===== config.mk =====
export PLATFORM = sky130hd
export DESIGN_NAME = k_nearest_object_select_unit
export DESIGN_NICKNAME = d
export VERILOG_FILES = /design/src/design/knos_pkg.sv /design/src/design/knos_dist.sv /design/src/design/knos_cell.sv /design/src/design/k_nearest_object_select_unit.sv
export SDC_FILE = /design/constraint.sdc
export NUM_CORES = 2
export LEC_CHECK = 0
export ABC_AREA = 1
export BUFFER_PORTS_ARGS = -buffer_cell sky130_fd_sc_hd__buf_2
export CORE_AREA = 2 2 342 175
export CTS_BUF_LIST = sky130_fd_sc_hd__clkbuf_16
export CTS_CLUSTER_DIAMETER = 30
export CTS_CLUSTER_SIZE = 16
export DETAILED_ROUTE_END_ITERATION = 7
export DIE_AREA = 0 0 344 177
export PLACE_DENSITY = 0.66
export RECOVER_POWER = 100
export SYNTH_ARGS = -nofsm -noshare
export SYNTH_HDL_FRONTEND = slang
export SYNTH_SLANG_ARGS = --single-unit

===== constraint.sdc =====
create_clock -name clock -period 11.75 [get_ports clock]
set_input_delay 0 -clock clock [delete_from_list [all_inputs] [get_ports clock]]
set_output_delay 0 -clock clock [all_outputs]
set_load 0.02 [all_outputs]

===== src/design/knos_pkg.sv =====
package knos_pkg;

   localparam int ID_W    = 6;
   localparam int COORD_W = 12;
   localparam int DIFF_W  = COORD_W + 1;
   localparam int SQ_W    = 2 * COORD_W;
   localparam int DIST_W  = SQ_W + 1;
   localparam int CONF_W  = 8;
   localparam int RANK_W  = 3;
   localparam int CSR_W   = 3;
   localparam int DATA_W  = 12;

   // register indexes
   localparam logic [CSR_W-1:0] CSR_REF_X     = 3'd0;
   localparam logic [CSR_W-1:0] CSR_REF_Y     = 3'd1;
   localparam logic [CSR_W-1:0] CSR_SELF_ID   = 3'd2;
   localparam logic [CSR_W-1:0] CSR_RANK      = 3'd3;
   localparam logic [CSR_W-1:0] CSR_THRESHOLD = 3'd4;

   localparam logic [RANK_W-1:0] RANK_RESET = 3'd3;

   // what one list cell hands to the next one down
   typedef struct packed {
      logic              hit;   // new entry belongs at or above this cell
      logic              used;
      logic [DIST_W-1:0] dsq;
      logic [ID_W-1:0]   id;
   } knos_link_type;

   // new candidate broadcast to all cells
   typedef struct packed {
      logic              ins;
      logic              clr;
      logic [DIST_W-1:0] dsq;
      logic [ID_W-1:0]   id;
   } knos_cand_type;

endpackage


===== src/design/knos_dist.sv =====
module knos_dist (
   input  logic                             clock,
   input  logic                             reset,
   input  logic                             adv,
   input  logic                             in_valid,
   input  logic [knos_pkg::ID_W-1:0]        in_id,
   input  logic signed [knos_pkg::COORD_W-1:0] in_x,
   input  logic signed [knos_pkg::COORD_W-1:0] in_y,
   input  logic [knos_pkg::CONF_W-1:0]      in_conf,
   input  logic                             in_last,
   input  logic signed [knos_pkg::COORD_W-1:0] ref_x,
   input  logic signed [knos_pkg::COORD_W-1:0] ref_y,
   input  logic [knos_pkg::ID_W-1:0]        self_id,
   input  logic [knos_pkg::CONF_W-1:0]      threshold,
   output logic                             out_valid,
   output logic                             out_qual,
   output logic                             out_last,
   output logic [knos_pkg::ID_W-1:0]        out_id,
   output logic [knos_pkg::DIST_W-1:0]      out_dist
);
   import knos_pkg::*;

   // stage 1: qualify, differences
   logic                     v1_ff, v1_in;
   logic                     q1_ff, l1_ff;
   logic [ID_W-1:0]          id1_ff;
   logic signed [DIFF_W-1:0] dx_ff, dy_ff, dx_in, dy_in;
   // stage 2: squares
   logic                     v2_ff, q2_ff, l2_ff;
   logic [ID_W-1:0]          id2_ff;
   logic [SQ_W-1:0]          sx_ff, sy_ff;
   logic signed [2*DIFF_W-1:0] px, py;
   // stage 3: sum
   logic                     v3_ff, q3_ff, l3_ff;
   logic [ID_W-1:0]          id3_ff;
   logic [DIST_W-1:0]        d3_ff;

   assign v1_in = in_valid;
   assign dx_in = DIFF_W'(in_x) - DIFF_W'(ref_x);
   assign dy_in = DIFF_W'(in_y) - DIFF_W'(ref_y);
   assign px    = dx_ff * dx_ff;
   assign py    = dy_ff * dy_ff;

   always_ff @(posedge clock) begin
      if (reset) begin
         v1_ff <= 1'b0;
         v2_ff <= 1'b0;
         v3_ff <= 1'b0;
      end else if (adv) begin
         v1_ff <= v1_in;
         v2_ff <= v1_ff;
         v3_ff <= v2_ff;
      end
   end

   always_ff @(posedge clock) begin
      if (adv) begin
         q1_ff  <= (in_conf >= threshold) && (in_id != self_id);
         l1_ff  <= in_last;
         id1_ff <= in_id;
         dx_ff  <= dx_in;
         dy_ff  <= dy_in;
         q2_ff  <= q1_ff;
         l2_ff  <= l1_ff;
         id2_ff <= id1_ff;
         sx_ff  <= px[SQ_W-1:0];
         sy_ff  <= py[SQ_W-1:0];
         q3_ff  <= q2_ff;
         l3_ff  <= l2_ff;
         id3_ff <= id2_ff;
         d3_ff  <= DIST_W'(sx_ff) + DIST_W'(sy_ff);
      end
   end

   assign out_valid = v3_ff;
   assign out_qual  = q3_ff;
   assign out_last  = l3_ff;
   assign out_id    = id3_ff;
   assign out_dist  = d3_ff;

endmodule


===== src/design/knos_cell.sv =====
module knos_cell (
   input  logic                    clock,
   input  logic                    reset,
   input  knos_pkg::knos_cand_type cand,
   input  knos_pkg::knos_link_type prev,
   output knos_pkg::knos_link_type link,
   output logic                    view_used,
   output logic [knos_pkg::DIST_W-1:0] view_dist,
   output logic [knos_pkg::ID_W-1:0]   view_id
);
   import knos_pkg::*;

   logic              used_ff, used_in;
   logic [DIST_W-1:0] dist_ff;
   logic [ID_W-1:0]   id_ff;
   logic              hit;

   // list is sorted with a used prefix, so hit is monotone down the row
   assign hit = !used_ff || (cand.dsq < dist_ff);

   // contents after this transfer's insert, before any clear
   always_comb begin
      view_used = used_ff;
      view_dist = dist_ff;
      view_id   = id_ff;
      if (cand.ins && prev.hit) begin
         view_used = prev.used;
         view_dist = prev.dsq;
         view_id   = prev.id;
      end else if (cand.ins && hit) begin
         view_used = 1'b1;
         view_dist = cand.dsq;
         view_id   = cand.id;
      end
   end

   assign used_in = cand.clr ? 1'b0 : view_used;

   always_ff @(posedge clock) begin
      if (reset) begin
         used_ff <= 1'b0;
      end else begin
         used_ff <= used_in;
      end
   end

   always_ff @(posedge clock) begin
      dist_ff <= view_dist;
      id_ff   <= view_id;
   end

   assign link = '{hit: hit, used: used_ff, dsq: dist_ff, id: id_ff};

endmodule


===== src/design/k_nearest_object_select_unit.sv =====
// k-nearest object select. Object records stream in on the req_ channel, one
// transfer per cycle while the rsp_ side keeps up. Each record whose
// confidence is at least conf_threshold and whose id differs from self_id is
// ranked by its squared distance to (ref_x, ref_y) into a sorted list of
// MAX_RANK entries; a tie goes behind entries already held. The record
// marked last closes the query: one rsp_ transfer reports the entry at
// wanted_rank (0 reads as 1, values above MAX_RANK saturate), or the deepest
// entry held if fewer were found, or found=0 with all fields zero if none;
// the list is then emptied. From a req_ transfer to rsp_valid, the difference
// register loads on the transfer edge, then the square and sum registers,
// then the insert into the list cells and the output register. Throughput
// is one record per cycle; the whole pipeline holds only while a result
// waits in the output register and rsp_ready is low. Write csr_ registers
// only while idle.
module k_nearest_object_select_unit #(
   parameter int MAX_RANK = 4
) (
   input  logic                                 clock,
   input  logic                                 reset,
   // record input
   input  logic                                 req_valid,
   output logic                                 req_ready,
   input  logic [knos_pkg::ID_W-1:0]            req_obj_id,
   input  logic signed [knos_pkg::COORD_W-1:0]  req_pos_x,
   input  logic signed [knos_pkg::COORD_W-1:0]  req_pos_y,
   input  logic [knos_pkg::CONF_W-1:0]          req_confidence,
   input  logic                                 req_last,
   // result output
   output logic                                 rsp_valid,
   input  logic                                 rsp_ready,
   output logic                                 rsp_found,
   output logic [knos_pkg::ID_W-1:0]            rsp_result_id,
   output logic [knos_pkg::DIST_W-1:0]          rsp_dist_sq,
   output logic [knos_pkg::RANK_W-1:0]          rsp_rank_given,
   // register writes
   input  logic                                 csr_valid,
   output logic                                 csr_ready,
   input  logic [knos_pkg::CSR_W-1:0]           csr_index,
   input  logic [knos_pkg::DATA_W-1:0]          csr_data
);
   import knos_pkg::*;

   localparam int RW = RANK_W + 1;   // room for MAX_RANK up to 8

   // ---------------------------------------------------------------
   // Configuration registers
   // ---------------------------------------------------------------
   logic signed [COORD_W-1:0] ref_x_ff, ref_y_ff;
   logic [ID_W-1:0]           self_id_ff;
   logic [RANK_W-1:0]         rank_ff;
   logic [CONF_W-1:0]         thresh_ff;

   assign csr_ready = 1'b1;

   always_ff @(posedge clock) begin
      if (reset) begin
         ref_x_ff   <= '0;
         ref_y_ff   <= '0;
         self_id_ff <= '0;
         rank_ff    <= RANK_RESET;
         thresh_ff  <= '0;
      end else if (csr_valid) begin
         unique case (csr_index)
            CSR_REF_X:     ref_x_ff   <= csr_data[COORD_W-1:0];
            CSR_REF_Y:     ref_y_ff   <= csr_data[COORD_W-1:0];
            CSR_SELF_ID:   self_id_ff <= csr_data[ID_W-1:0];
            CSR_RANK:      rank_ff    <= csr_data[RANK_W-1:0];
            CSR_THRESHOLD: thresh_ff  <= csr_data[CONF_W-1:0];
            default: ;   // unmapped index, write dropped
         endcase
      end
   end

   // ---------------------------------------------------------------
   // Global advance: everything moves unless a result is stuck
   // ---------------------------------------------------------------
   logic rsp_valid_ff;
   logic adv;

   assign adv       = !rsp_valid_ff || rsp_ready;
   assign req_ready = adv;

   // ---------------------------------------------------------------
   // Distance pipeline
   // ---------------------------------------------------------------
   logic              s_valid, s_qual, s_last;
   logic [ID_W-1:0]   s_id;
   logic [DIST_W-1:0] s_dist;

   knos_dist u_dist (
      .clock     (clock),
      .reset     (reset),
      .adv       (adv),
      .in_valid  (req_valid),
      .in_id     (req_obj_id),
      .in_x      (req_pos_x),
      .in_y      (req_pos_y),
      .in_conf   (req_confidence),
      .in_last   (req_last),
      .ref_x     (ref_x_ff),
      .ref_y     (ref_y_ff),
      .self_id   (self_id_ff),
      .threshold (thresh_ff),
      .out_valid (s_valid),
      .out_qual  (s_qual),
      .out_last  (s_last),
      .out_id    (s_id),
      .out_dist  (s_dist)
   );

   // ---------------------------------------------------------------
   // Row of list cells, nearest first. Each cell shifts its entry to
   // the next one down when the new record lands above it.
   // ---------------------------------------------------------------
   knos_cand_type     cand;
   knos_link_type     links [MAX_RANK];
   logic              v_used [MAX_RANK];
   logic [DIST_W-1:0] v_dist [MAX_RANK];
   logic [ID_W-1:0]   v_id   [MAX_RANK];
   logic              close_q;

   assign close_q = adv && s_valid && s_last;
   assign cand    = '{ins: adv && s_valid && s_qual, clr: close_q, dsq: s_dist, id: s_id};

   for (genvar i = 0; i < MAX_RANK; i++) begin : g_cell
      knos_link_type prev;
      if (i == 0) begin : g_head
         assign prev = '0;
      end else begin : g_body
         assign prev = links[i-1];
      end
      knos_cell u_cell (
         .clock     (clock),
         .reset     (reset),
         .cand      (cand),
         .prev      (prev),
         .link      (links[i]),
         .view_used (v_used[i]),
         .view_dist (v_dist[i]),
         .view_id   (v_id[i])
      );
   end

   // ---------------------------------------------------------------
   // Rank select with fallback to the deepest entry held
   // ---------------------------------------------------------------
   logic [RW-1:0]     want;
   logic              sel_found;
   logic [ID_W-1:0]   sel_id;
   logic [DIST_W-1:0] sel_dist;
   logic [RW-1:0]     sel_rank;

   always_comb begin
      want = RW'(rank_ff);
      if (rank_ff == '0) begin
         want = RW'(1);
      end else if (RW'(rank_ff) > RW'(MAX_RANK)) begin
         want = RW'(MAX_RANK);
      end
      sel_found = 1'b0;
      sel_id    = '0;
      sel_dist  = '0;
      sel_rank  = '0;
      for (int r = 0; r < MAX_RANK; r++) begin
         if (v_used[r] && (RW'(r + 1) <= want)) begin
            sel_found = 1'b1;
            sel_id    = v_id[r];
            sel_dist  = v_dist[r];
            sel_rank  = RW'(r + 1);
         end
      end
   end

   // ---------------------------------------------------------------
   // Output register
   // ---------------------------------------------------------------
   logic              found_ff;
   logic [ID_W-1:0]   id_ff;
   logic [DIST_W-1:0] dist_ff;
   logic [RANK_W-1:0] rank_given_ff;

   always_ff @(posedge clock) begin
      if (reset) begin
         rsp_valid_ff <= 1'b0;
      end else if (close_q) begin
         rsp_valid_ff <= 1'b1;
      end else if (rsp_ready) begin
         rsp_valid_ff <= 1'b0;
      end
   end

   always_ff @(posedge clock) begin
      if (close_q) begin
         found_ff      <= sel_found;
         id_ff         <= sel_id;
         dist_ff       <= sel_dist;
         rank_given_ff <= sel_rank[RANK_W-1:0];
      end
   end

   assign rsp_valid      = rsp_valid_ff;
   assign rsp_found      = found_ff;
   assign rsp_result_id  = id_ff;
   assign rsp_dist_sq    = dist_ff;
   assign rsp_rank_given = rank_given_ff;

endmodule

Word level (Yosys, flattened, before mapping)
Index checks and enable logic that the tools add are counted.

Flip-flop bits (word level): 331. Input port bits: 59. Output and inout bits: 38. Logic and storage cells: 128.

Add/subtract/negate cells: 3. $mul: 2. Magnitude comparators: 10. Equal/unequal tests: 5. Muxes and demuxes: 37. Reduce and logical (&&, ||, !) cells: 32.

Operator list (number): 25-bit 2-to-1 mux (11); 25-bit less-than comparator (4); 6-bit 2-to-1 mux (11); 13-bit by 13-bit multiplier with 24-bit output (2); 12-bit by 12-bit subtractor with 13-bit output (2); 24-bit by 24-bit adder with 25-bit output (1); 1-bit logical AND (12); 3-bit 2-to-1 mux (4); 1-bit 2-to-1 mux (11); 2-bit AND reduction (5); 8-bit >= comparator (1); 2-bit by 4-bit less-or-equal comparator with 1-bit output (first input constant) (2); 3-bit by 2-bit == test with 1-bit output (second input constant) (2); 3-bit logical NOT (2); 6-bit inequality test (1); 1-bit logical NOT (5); 1-bit logical OR (5); 1-bit by 4-bit less-or-equal comparator with 1-bit output (first input constant) (1); 3-bit by 4-bit less-or-equal comparator with 1-bit output (first input constant) (1); 3-bit by 1-bit == test with 1-bit output (second input constant) (1); 3-bit == test (second input constant) (1); 3-bit > comparator (second input constant) (1); 3-bit OR reduction (1); 2-bit nonzero test (1); 2-bit OR reduction (1).

Logic depth before layout (Yosys ltp)
Word-level depth: 11. Depth in mapped cells: 26. Depth with buffers taken out: 25.

Hierarchy
Synthesis repeated with hierarchy kept, for this count alone.

Cells, all modules: 4150. Area, all modules: 31214.9 sq um.

By module, submodules not included: knos_dist (times used 1, cells an instance 2059, area an instance 17930.9 sq um, seq. area each 3693.5 sq um); knos_cell (times used 4, cells an instance 360, area an instance 2259.7 sq um, seq. area each 640.6 sq um); k_nearest_object_select_unit (times used 1, cells an instance 651, area an instance 4245.3 sq um, seq. area each 1891.8 sq um).

Worst setup path before layout
Ideal clock, no wire load.

Kind: reg2reg. Start point: register u_dist.dy_ff[12]. End point: register u_dist.sy_ff[23], data pin. Library setup time: 261 ps. Arrival: 5321 ps. Data required time: 11489 ps. Path slack: 6168 ps. Cell stages (with the launch flop): 24. Buffers on the path: 2. Period minus slack after synthesis: 5582 ps. Path through: edfxtp_1 > clkbuf_1 > clkbuf_1 > nand2_1 > fa_1 > fa_1 > inv_1 > fa_1 > fa_1 > inv_1 > fa_1 > inv_1 > ha_1 > ha_1 > nand2_1 > nor2_1 > nand2_1 > o21ai_0 > nand2_1 > nand2_1 > a21oi_1 > nor2_1 > nor2_1 > xor2_1.

Cells in the longest elaborated chain, start to end: 1.

RTL lines: start, declared (line knos_dist.sv:27) `logic signed [DIFF_W-1:0] dx_ff, dy_ff, dx_in, dy_in;`; start signal, assigned (line knos_dist.sv:62) `dy_ff <= dy_in;`; 13-bit by 13-bit multiplier with 24-bit output (line knos_dist.sv:42) `assign py = dy_ff * dy_ff;`; net u_dist.py[23] (line knos_dist.sv:32) `logic signed [2*DIFF_W-1:0] px, py;`; end signal, assigned (line knos_dist.sv:67) `sy_ff <= py[SQ_W-1:0];`; end, declared (line knos_dist.sv:31) `logic [SQ_W-1:0] sx_ff, sy_ff;`.

The timed path passes the listed nets, and every way through them passes these cells. A chain may end at the register's enable or synchronous reset.

Worst setup path after layout
Start point: register rsp_valid_ff (netlist: rsp_valid). End point: register id_ff[5] (netlist: rsp_result_id[5]), data pin.

Cells in the longest elaborated chain, start to end: 11. Elaborated cells between the ends (all ways): 30. Those cells by class: mux: 18; reduce/logical: 12.

RTL lines: start, declared (line k_nearest_object_select_unit.sv:77) `logic rsp_valid_ff;`; start signal, assigned (line k_nearest_object_select_unit.sv:184) `rsp_valid_ff <= 1'b0;`; start signal, assigned (line k_nearest_object_select_unit.sv:186) `rsp_valid_ff <= 1'b1;`; start signal, assigned (line k_nearest_object_select_unit.sv:188) `rsp_valid_ff <= 1'b0;`; 1-bit logical NOT (*) (line k_nearest_object_select_unit.sv:80) `assign adv = !rsp_valid_ff || rsp_ready;`; 1-bit logical OR (*) (line k_nearest_object_select_unit.sv:80); 1-bit logical AND (*) (2 in a row) (line k_nearest_object_select_unit.sv:123) `assign cand = '{ins: adv && s_valid && s_qual, clr: close_q, dsq: s_dist, id: s_id};`; 1-bit logical AND (line knos_cell.sv:26, knos_cell.sv:30); 1-bit 2-to-1 mux (line knos_cell.sv:30) `end else if (cand.ins && hit) begin`; 1-bit 2-to-1 mux or 1-bit logical AND (tied branches) (line knos_cell.sv:26, k_nearest_object_select_unit.sv:165); 1-bit logical AND or 6-bit 2-to-1 mux (tied branches) (line k_nearest_object_select_unit.sv:165) `if (v_used[r] && (RW'(r + 1) <= want)) begin`; 6-bit 2-to-1 mux (2 in a row) (line k_nearest_object_select_unit.sv:165); 6-bit 2-to-1 mux (*) (line k_nearest_object_select_unit.sv:165); net sel_id[5] (line k_nearest_object_select_unit.sv:149) `logic [ID_W-1:0] sel_id;`; end signal, assigned (line k_nearest_object_select_unit.sv:195) `id_ff <= sel_id;`; end, declared (line k_nearest_object_select_unit.sv:178) `logic [ID_W-1:0] id_ff;`.

Mark *: on every way through the listed nets, which the timed path passes. The rest lies on a longest branch.

==> metrics.txt <==
Resized cells post-CTS=0; Slew @ Worst Pin=4.07 ns; Worst-Skew Late Latency=0.62 ns; Worst-path clk slew=0.06 ns; worst r2r path cells=10; die height=177 microns; aggregate global-route resource usage=0.248; flops & latches, synth=329; Synth top area share=0.183; Synth-to-Final Area Change=11.9%; synth warn=0; Synth area leader=fa_1; largest net degree at the start of global routing=95; share of post-route cells with drive strength above 1=0.0560; dpl cells=4160; Post-Route Skew=0.0362 ns; number of hold violations in the final report=0; Via density=5.14; CTS buffer count=56; I/O pin cnt=97; clock sink total=329; DRT iter0 DRCs=1914; sequential-to-total area share from yosys stat=0.284; vias=22.2k; Routed WL=73.6 mm; Worst Setup End Kind=flop; post-CTS setup buffer count=0; Distinct cells, synth=53; Max Fanout on Critical Path=57; Slew headroom=-1.71; final hold slack=0.0626 ns; fin cells=4318; total global routing overflow=0; Post-Syn Nets=3999; Clock Path Buffers=3; final max-slew violation count=204; TNS Setup=0 ns; synthesized cell area=0.0287 sq mm; NumNets Final=4102; Core Box Area=0.0582 sq mm; CTS root buf=clkbuf_16; R2R Path End=rsp_result_id[5]$_DFFE_PP_; initial antenna violation count=0; Mapped Cells=3387; HP Class=in -> reg; final antenna-violating net count=0; Starting Density=0.493; global-route wire length before repair=118 mm; period utilisation layout=0.737; Post-synth EDFFs=156; Arr. time, crit path=8.96 ns; Synth area leaders=fa_1 (18%), edfxtp_1 (16%), ha_1 (13%), dfxtp_1 (12%), nand2_1 (8.6%); number of diodes=0; CTS tree=done; async set-reset flop share out of synthesis=0; fin crit period=8.66 ns; routability cong.=0.898; Worst Hold End=u_dist.dx_ff[4]$_DFFE_PN_; Routed WL per cell=17.0 microns; Cell Rows=63; FMAX=115 MHz; TritonRoute pass-1 iters=6; r2r setup slk=3.09 ns; die area=0.0609 sq mm; kind of critical path=reg -> reg; status=finished, violations left; r2r startpoint=rsp_valid$_SDFFE_PP0P_; DP HPWL=54.7 mm; Die X-Extent=344 microns; Hold Crit Depth=4; count leader, synth=nand2_1; hold_sp=req_pos_x[4]; DRC viols=0; Commonest cells post-synth=nand2_1 (657), inv_1 (626), nand3_1 (407); H-tree depth=2; failing checks=capacitance limit, slew limit; RSZ-0062 raised after global routing=no; IO buf count=95; max cap viols=4; worst path required time=12.04 ns; setup violators final=0; Synth Area per Inst=8.47 sq um; vias in the first global route=21.5k; Worst setup SP type=flop; Primary FF master, synth=dfxtp_1; fillers=5360
[repair_timing]
| item | in CTS | in global routing |
|---|---|---|
| hold endpoints to repair | 72 | 0 |
| endpoints found under the setup margin | 0 | 0 |
| hold buffers | 52 | 0 |
[per-stage QoR]
stage	util	instance area (sq um)	worst slack [ns]
CTS	0.554	32200	5.64
floorplan	-	28700	6.17
global route	0.552	32100	2.60
detailed placement	0.510	29700	5.69
finish	0.552	32100	3.09
global placement	0.510	29700	5.72
[layout make-up]
cell class / instances / area [sq um] / share of cell area
Sequential cell: 329 / 8150 / 0.254
Tap cell: 780 / 976 / 0.0304
Multi-Input combinational cell: 2309 / 17600 / 0.547
Clock buffer: 58 / 1450 / 0.0452
Clock inverter: 48 / 549 / 0.0171
Inverter: 635 / 2380 / 0.0743
Timing Repair Buffer: 159 / 1020 / 0.0317
[critical path: stages, from the launching register on]
cell      delay, ns
dfxtp_1        0.31
inv_1          0.04
or2_0          2.86
nand3_1        1.46
mux2i_1        0.39
nor2_2         0.13
clkbuf_1       1.47
inv_1          0.82
buf_4          0.49
nand3_1        0.13
nand2_1        0.20
[cell usage in the layout (no fill, tap or decap), types with 5 or more instances in the layout]
cell type / instances
fa_1: 263
buf_4: 9
o211ai_1: 5
dfxtp_1: 173
clkbuf_16: 58
a21o_1: 14
clkbuf_1: 48
clkinvlp_4: 5
nand2_2: 10
nand4_1: 9
a21oi_1: 162
or2_2: 8
nand3_1: 408
o21a_1: 37
inv_1: 629
xor2_1: 78
clkinv_2: 9
nand2_1: 656
xnor2_1: 39
edfxtp_1: 156
a211oi_1: 6
and2_1: 45
o21bai_1: 13
o21ai_0: 94
and2_0: 19
ha_1: 290
bufinv_16: 7
nor2_1: 109
dlygate4sd3_1: 52
buf_2: 50
inv_6: 12
nor3_1: 10
inv_2: 8
[worst max path at each step]
| stage | startpoint | depth (start not counted) | slack (ns) | endpoint |
|---|---|---|---|---|
| floorplan | u_dist.dy_ff[12]$_DFFE_PN_ | 23 | 6.17 | u_dist.sy_ff[23]$_DFFE_PN_ |
| global placement | u_dist.dy_ff[12]$_DFFE_PN_ | 22 | 5.72 | u_dist.sy_ff[23]$_DFFE_PN_ |
| detailed placement | u_dist.dy_ff[12]$_DFFE_PN_ | 22 | 5.69 | u_dist.sy_ff[23]$_DFFE_PN_ |
| CTS | u_dist.dy_ff[12]$_DFFE_PN_ | 21 | 5.64 | u_dist.sy_ff[23]$_DFFE_PN_ |
| global route | rsp_valid$_SDFFE_PP0P_ | 13 | 2.60 | rsp_result_id[5]$_DFFE_PP_ |
| finish | rsp_valid$_SDFFE_PP0P_ | 10 | 3.09 | rsp_result_id[5]$_DFFE_PP_ |
[logic make-up (layout without fill, tap and decap cells)]
kind of cell,count (synthesis),count (layout),synth area share
and+or+nand+nor,1290,1290,0.198
buffers and inverters,749,900,0.103
adders and majority gates,553,553,0.310
AOI/OAI and AO/OA,346,346,0.0689
DFF,329,329,0.284
xor gates and xnor gates,117,117,0.0357
other,2,2,0.000262
muxes,1,1,0.000349
[flip-flops by register name, summed over array words and instances (netlist names), 3 cells and up]
register and count:
self_id_ff 6, thresh_ff 8, ref_y_ff 12, ref_x_ff 12, u_dist.dx_ff 13, g_cell.u_cell.used_ff 4, rsp_result_id 6, rank_ff 3
u_dist.dy_ff 13, g_cell.u_cell.dist_ff 100, u_dist.id1_ff 6, rsp_rank_given 3, rsp_dist_sq 25, u_dist.id2_ff 6, u_dist.out_id 6, g_cell.u_cell.id_ff 24
u_dist.sy_ff 23, u_dist.sx_ff 23, u_dist.out_dist 25
[routing by layer]
layer / wire length, microns / global-route usage
met1: 38500 / 0.403
met2: 26900 / 0.325
met3: 6880 / 0.0614
met4: 1300 / 0.0486
met5: 0 / 0
Power is not shown: default switching activity piles up to over one toggle a cycle in this logic, so the estimate is an artifact.
